`config.mk`:
```
export PLATFORM = sky130hd
export DESIGN_NAME = psc_ctrl
export DESIGN_NICKNAME = d
export VERILOG_FILES = /design/src/rtl/postfix_stack_calculator_top_macros.svh /design/src/rtl/psc_pkg.sv /design/src/rtl/psc_ctrl.sv
export SDC_FILE = /design/constraint.sdc
export NUM_CORES = 1
export LEC_CHECK = 0
export BUFFER_PORTS_ARGS = -buffer_cell sky130_fd_sc_hd__buf_2
export CAP_MARGIN = 20
export CORE_AREA = 2 2 39 41
export CTS_BUF_LIST = sky130_fd_sc_hd__clkbuf_2
export DETAILED_ROUTE_END_ITERATION = 10
export DIE_AREA = 0 0 41 43
export GPL_ROUTABILITY_DRIVEN = 0
export PLACE_DENSITY = 0.74
export SLEW_MARGIN = 10
export SYNTH_ARGS = -nofsm -noshare
export SYNTH_HDL_FRONTEND = slang
export SYNTH_SLANG_ARGS = --single-unit
```
`constraint.sdc`:
```
create_clock -name clk -period 2.95 [get_ports clk]
set_clock_uncertainty 0.2 [all_clocks]
set_input_delay 0.1475 -clock clk [delete_from_list [all_inputs] [get_ports clk]]
set_output_delay 0.1475 -clock clk [all_outputs]
set_load 0.005 [all_outputs]
```
`src/rtl/postfix_stack_calculator_top_macros.svh`:
```
// Assertion macros shared by the postfix stack calculator RTL.
// Expect a clock named clk and a synchronous active-high reset named rst in scope.
`ifndef POSTFIX_STACK_CALCULATOR_TOP_MACROS_SVH
`define POSTFIX_STACK_CALCULATOR_TOP_MACROS_SVH

// Same-cycle implication, checked outside reset.
`define PSC_ASSERT_IMP(lbl, ante, cons, msg) \
  lbl: assert property (@(posedge clk) disable iff (rst) (ante) |-> (cons)) \
    else $error(msg);

// Next-cycle implication, checked outside reset.
`define PSC_ASSERT_NXT(lbl, ante, cons, msg) \
  lbl: assert property (@(posedge clk) disable iff (rst) (ante) |=> (cons)) \
    else $error(msg);

`endif

```
`src/rtl/psc_pkg.sv`:
```
// Package for the postfix stack calculator: sizes, opcodes, status codes and
// the command/status structs between controller and datapath. No dependencies.
package psc_pkg;

  localparam int STACK_DEPTH = 1024;
  localparam int ADDR_W      = $clog2(STACK_DEPTH);
  localparam int CNT_W       = $clog2(STACK_DEPTH + 1);
  localparam int DATA_W      = 32;
  localparam int IDX_W       = 10;
  localparam int OP_W        = 3;
  localparam int ST_W        = 3;
  localparam int TDATA_W     = 48;

  localparam logic [OP_W-1:0] OP_PUSH     = 3'd0;
  localparam logic [OP_W-1:0] OP_POP      = 3'd1;
  localparam logic [OP_W-1:0] OP_PEEK_TOP = 3'd2;
  localparam logic [OP_W-1:0] OP_PEEK_BOT = 3'd3;
  localparam logic [OP_W-1:0] OP_ADD      = 3'd4;
  localparam logic [OP_W-1:0] OP_SUB      = 3'd5;
  localparam logic [OP_W-1:0] OP_MUL      = 3'd6;
  localparam logic [OP_W-1:0] OP_DIV      = 3'd7;

  localparam logic [ST_W-1:0] ST_OK    = 3'd0;
  localparam logic [ST_W-1:0] ST_FULL  = 3'd1;
  localparam logic [ST_W-1:0] ST_EMPTY = 3'd2;
  localparam logic [ST_W-1:0] ST_RANGE = 3'd3;
  localparam logic [ST_W-1:0] ST_FEW   = 3'd4;
  localparam logic [ST_W-1:0] ST_DIV0  = 3'd5;

  typedef struct packed {
    logic load;       // capture the accepted item
    logic set_err;    // record the decode error code
    logic set_div0;   // record divide by zero
    logic push_wr;    // write push value at top, count up
    logic rd;         // issue a stack read
    logic rd_second;  // arithmetic: read the left operand
    logic pop1;       // count down by one
    logic pop2;       // count down by two
    logic cap_res_rd; // result from read data
    logic cap_b;      // right operand from read data
    logic cap_a;      // left operand from read data
    logic alu;        // result from add/sub/mul
    logic div_start;  // launch the divider
    logic div_cap;    // result from divider
    logic res_wr;     // write result over the operands, count down by one
    logic finish;     // load the output register
  } cmd_t;

  typedef struct packed {
    logic err;
    logic is_push;
    logic is_pop;
    logic is_arith;
    logic is_div;
    logic b_zero;
    logic div_done;
    logic out_free;
  } sts_t;

endpackage

```
`src/rtl/psc_ctrl.sv`:
```
// Controller of the postfix stack calculator: sequences decode, stack reads,
// ALU or divider, write-back and output load. Uses psc_pkg command/status types.
module psc_ctrl import psc_pkg::*; (
  input  logic clk,
  input  logic rst,
  input  logic s_tvalid,
  output logic s_tready,
  input  sts_t sts,
  output cmd_t cmd
);

  localparam logic [3:0] S_IDLE   = 4'd0;
  localparam logic [3:0] S_DECODE = 4'd1;
  localparam logic [3:0] S_RDRES  = 4'd2;
  localparam logic [3:0] S_RDB    = 4'd3;
  localparam logic [3:0] S_RDA    = 4'd4;
  localparam logic [3:0] S_EXEC   = 4'd5;
  localparam logic [3:0] S_DIV    = 4'd6;
  localparam logic [3:0] S_WRITE  = 4'd7;
  localparam logic [3:0] S_FINISH = 4'd8;

  logic [3:0] state;
  logic [3:0] state_next;

  assign s_tready = (state == S_IDLE);

  always_comb begin
    cmd        = '0;
    state_next = state;
    case (state)
      S_IDLE: begin
        if (s_tvalid) begin
          cmd.load   = 1'b1;
          state_next = S_DECODE;
        end
      end
      S_DECODE: begin
        if (sts.err) begin
          cmd.set_err = 1'b1;
          state_next  = S_FINISH;
        end else if (sts.is_push) begin
          cmd.push_wr = 1'b1;
          state_next  = S_FINISH;
        end else if (sts.is_arith) begin
          cmd.rd     = 1'b1;
          state_next = S_RDB;
        end else begin
          cmd.rd     = 1'b1;
          cmd.pop1   = sts.is_pop;
          state_next = S_RDRES;
        end
      end
      S_RDRES: begin
        cmd.cap_res_rd = 1'b1;
        state_next     = S_FINISH;
      end
      S_RDB: begin
        cmd.cap_b     = 1'b1;
        cmd.rd        = 1'b1;
        cmd.rd_second = 1'b1;
        state_next    = S_RDA;
      end
      S_RDA: begin
        cmd.cap_a  = 1'b1;
        state_next = S_EXEC;
      end
      S_EXEC: begin
        if (!sts.is_div) begin
          cmd.alu    = 1'b1;
          state_next = S_WRITE;
        end else if (sts.b_zero) begin
          cmd.set_div0 = 1'b1;
          cmd.pop2     = 1'b1;
          state_next   = S_FINISH;
        end else begin
          cmd.div_start = 1'b1;
          state_next    = S_DIV;
        end
      end
      S_DIV: begin
        if (sts.div_done) begin
          cmd.div_cap = 1'b1;
          state_next  = S_WRITE;
        end
      end
      S_WRITE: begin
        cmd.res_wr = 1'b1;
        state_next = S_FINISH;
      end
      S_FINISH: begin
        if (sts.out_free) begin
          cmd.finish = 1'b1;
          state_next = S_IDLE;
        end
      end
      default: state_next = S_IDLE;
    endcase
  end

  always_ff @(posedge clk) begin
    if (rst) state <= S_IDLE;
    else     state <= state_next;
  end

endmodule

```
==> impl_metrics.yaml <==
run_status:
  status: "complete, no violations"
layout:
  post_layout_nonfiller_instances: 101
  largestRegisters: "state x4"
  layout_common_cells: "sky130_fd_sc_hd__buf_2 (27), sky130_fd_sc_hd__nor2_1 (7), sky130_fd_sc_hd__a21oi_1 (6)"
  synthToLayoutAreaGrowth_pct: 30.55
  n_antenna_cell: 0
  design.final.nets: 98
  final_area_sq_um: 566.8
  registers.top_by_ff_count: "state"
  layout-drive-gt1-share_pct: 42.35
  largest_register_ffs: 4
  finalCoreUtilization_pct: 40.96
  layout_commonest_cell: "sky130_fd_sc_hd__buf_2"
clock_network:
  clk-insertion-delay-late_ns: 0.20
  num_clock_sinks: 4
  cts-root-to-sink-buffers: 2
  cts_buffers: 3
  clock_slew_at_the_register_clock_pins_of_the_worst_setup_and_hold_paths_ns: 0.04
  master_cell_of_the_clock_root_buffer: "sky130_fd_sc_hd__clkbuf_2"
  cts_tree: "yes"
  cts_htree_levels: 1
placed_design:
  post_dp_cell_area_sq_um: 541.8
  place.detailed.instances: 97
  post-dp-hpwl_um: 806
  io_buffer_count: 27
run:
  max-cap-violations: 0
critical_path:
  worst_ep_arrival_time_ns: 1.68
  startpoint_kind_of_the_worst_setup_timing_path: "register"
  crit_path_max_fanout: 14
  crit_required_ns: 2.60
  worst_setup_path_end_kind: "output pin"
  worstSetupPathType: "reg -> out"
power:
  p_sw_share_pct: 34.38
  power.clock.fraction_pct: 27.4
  power_frac_comb_pct: 31.8
  power.density_nw_per_um2: 315.9
  power.ir.vdd_worst_mv: 0.1916
  power.leakage_uw: 0.0002757
  switchingPower_uw: 61.54
  power.sequential.fraction_pct: 40.8
  p_int_uw: 117.5
timing:
  timing.final.crit_share_pct: 68.59
  maximum_frequency_from_static_timing_analysis_mhz: 494.2
  setup_violating_endpoint_count_in_the_final_report: 0
  slew-limit-headroom_pct: 69.29
  tightest_slew_ns: 0.4600
  maxSlewViolCount: 0
  timing.setup.tns_ns: 0
  finalHoldViolations: 0
  unrepaired_setup_endpoints_after_global_routing: "no"
  min_period_ns: 2.024
  hold_slack_ns: 0.04709
global_route:
  antenna_found_initial: 0
  met2_usage_pct: 20.31
  grt_start_max_net_pins: 15
  groute.layer.met3.usage_pct: 6.283
  grt_use_total_pct: 14.16
  grt_pass1_vias: 418
  grt-busiest-layer: "met2"
  grt-ovfl-total: 0
  global_route_wire_length_before_repair_um: 1759
  grt.met1_usage_pct: 19.61
detailed_routing:
  antenna_left: 0
  drc_markers: 0
  routed_via_density: 4.871
  overall_via_count_from_detail_route: 492
  drt-pass1-iter-count: 3
  wirelength_um: 1028
  routed_wire_length_per_instance_um: 10.18
  first_iter_violations: 5
synth:
  yosys-top-cells-area: "sky130_fd_sc_hd__dfxtp_1 (18%), sky130_fd_sc_hd__a21oi_1 (6.9%), sky130_fd_sc_hd__nor2_1 (6.1%)"
  synth_edf_count: 0
  post_synth_num_cell_types: 28
  yosysTopAreaCellShare_pct: 18.44
  synth.yosys.seq_area_share_pct: 18.44
  post_synth.cell_area_avg_sq_um: 7.236
  number_of_cells_produced_by_synthesis: 60
  synth.net_count: 71
  synth_top_flop_cell: "sky130_fd_sc_hd__dfxtp_1"
  ys_warn_count: 0
  proportion_of_synthesized_flip_flops_having_asynchronous_set_or_reset_pct: 0
  ys_seq_elements: 4
  post_synth_instance_area_sq_um: 434.2
  post-synth-top-area-cell: "sky130_fd_sc_hd__dfxtp_1"
hold_path:
  hold_path_class: "in -> reg"
floorplanning:
  area_of_the_die_sq_um: 1763
  dieHeight_um: 43
  core_area_sq_um: 1384
  starting_density_of_the_core_pct: 31.37
  placementRows: 14
  die_x_um: 41
  ioPinCount: 28
==> cells in the mapped netlist, types with 2 or more instances <==
cell / instances
sky130_fd_sc_hd__a21oi_1: 6
sky130_fd_sc_hd__and2_1: 2
sky130_fd_sc_hd__and3_1: 2
sky130_fd_sc_hd__buf_2: 2
sky130_fd_sc_hd__buf_4: 2
sky130_fd_sc_hd__buf_6: 2
sky130_fd_sc_hd__dfxtp_1: 4
sky130_fd_sc_hd__nand2_1: 4
sky130_fd_sc_hd__nand2b_1: 3
sky130_fd_sc_hd__nor2_1: 7
sky130_fd_sc_hd__nor3_1: 4
sky130_fd_sc_hd__nor3b_1: 3
sky130_fd_sc_hd__nor4_1: 2
sky130_fd_sc_hd__o21ai_0: 3
==> layer usage <==
layer  share of wire, %  vias to the layer above
met3                7.2                        0
met2                 43                       22
met5                  0                        -
met1                 50                      208
li1                   -                      262
met4                  0                        0
==> area by class of cell <==
cell class | instances | area [sq um]
fill | 157 | 817.0
multi-input combinational | 49 | 302.8
timing repair buffer | 28 | 145.1
sequential | 4 | 80.08
tap | 16 | 20.02
clock buffer | 3 | 15.01
inverter | 1 | 3.754
==> worst paths after layout <==
path | start | endpoint | slack [ns] | depth (start not counted)
min | sts[0] | state[3] | 0.05 | 3
max reg2reg | state[0] | state[3] | 1.26 | 4
min reg2reg | state[2] | state[2] | 0.50 | 2
max | state[0] | cmd[9] | 0.93 | 4
==> through the flow <==
| stage | setup slack (ns) | total power [uW] |
|---|---|---|
| 6_report | 0.9265 | 179.0 |
| 4_1_cts | 0.9094 | 182.3 |
| 5_1_grt | 0.6585 | 201.5 |
| 2_1_floorplan | 1.483 | 110.0 |
| 3_3_place_gp | 1.236 | 128.4 |
| 3_5_place_dp | 1.144 | 129.9 |
==> power groups by stage <==
stage	Sequential (uW)	Clock [uW]	Combinational [uW]
after floorplan	63.2	0	46.8
after global placement	72.8	0	55.6
after detailed placement	73.7	0	56.2
after CTS	72.6	52.0	57.6
after global routing	74.7	60.5	66.3
final	73.1	49.0	56.9
==> cell families after synthesis <==
| family | Yosys count | synth area share (%) |
|---|---|---|
| AOI/OAI and AO/OA | 12 | 16.14 |
| and+or+nand+nor | 37 | 53.60 |
| buffers and inverters | 7 | 11.81 |
| DFF | 4 | 18.44 |
==> worst max-delay path, stage by stage, from the launching register on <==
cell                      delay (ns)
sky130_fd_sc_hd__dfxtp_1        0.60
sky130_fd_sc_hd__nor4b_2        0.39
sky130_fd_sc_hd__nand2_1        0.17
sky130_fd_sc_hd__nor3b_2        0.19
sky130_fd_sc_hd__buf_2          0.13
==> what timing repair did <==
action / in CTS / in global routing
endpoints found under the hold margin: 3 / 0
hold buffers: 1 / 0
setup buffers: 0 / 0
gates resized for setup: 0 / 0
(Power assumes the default switching activity.)
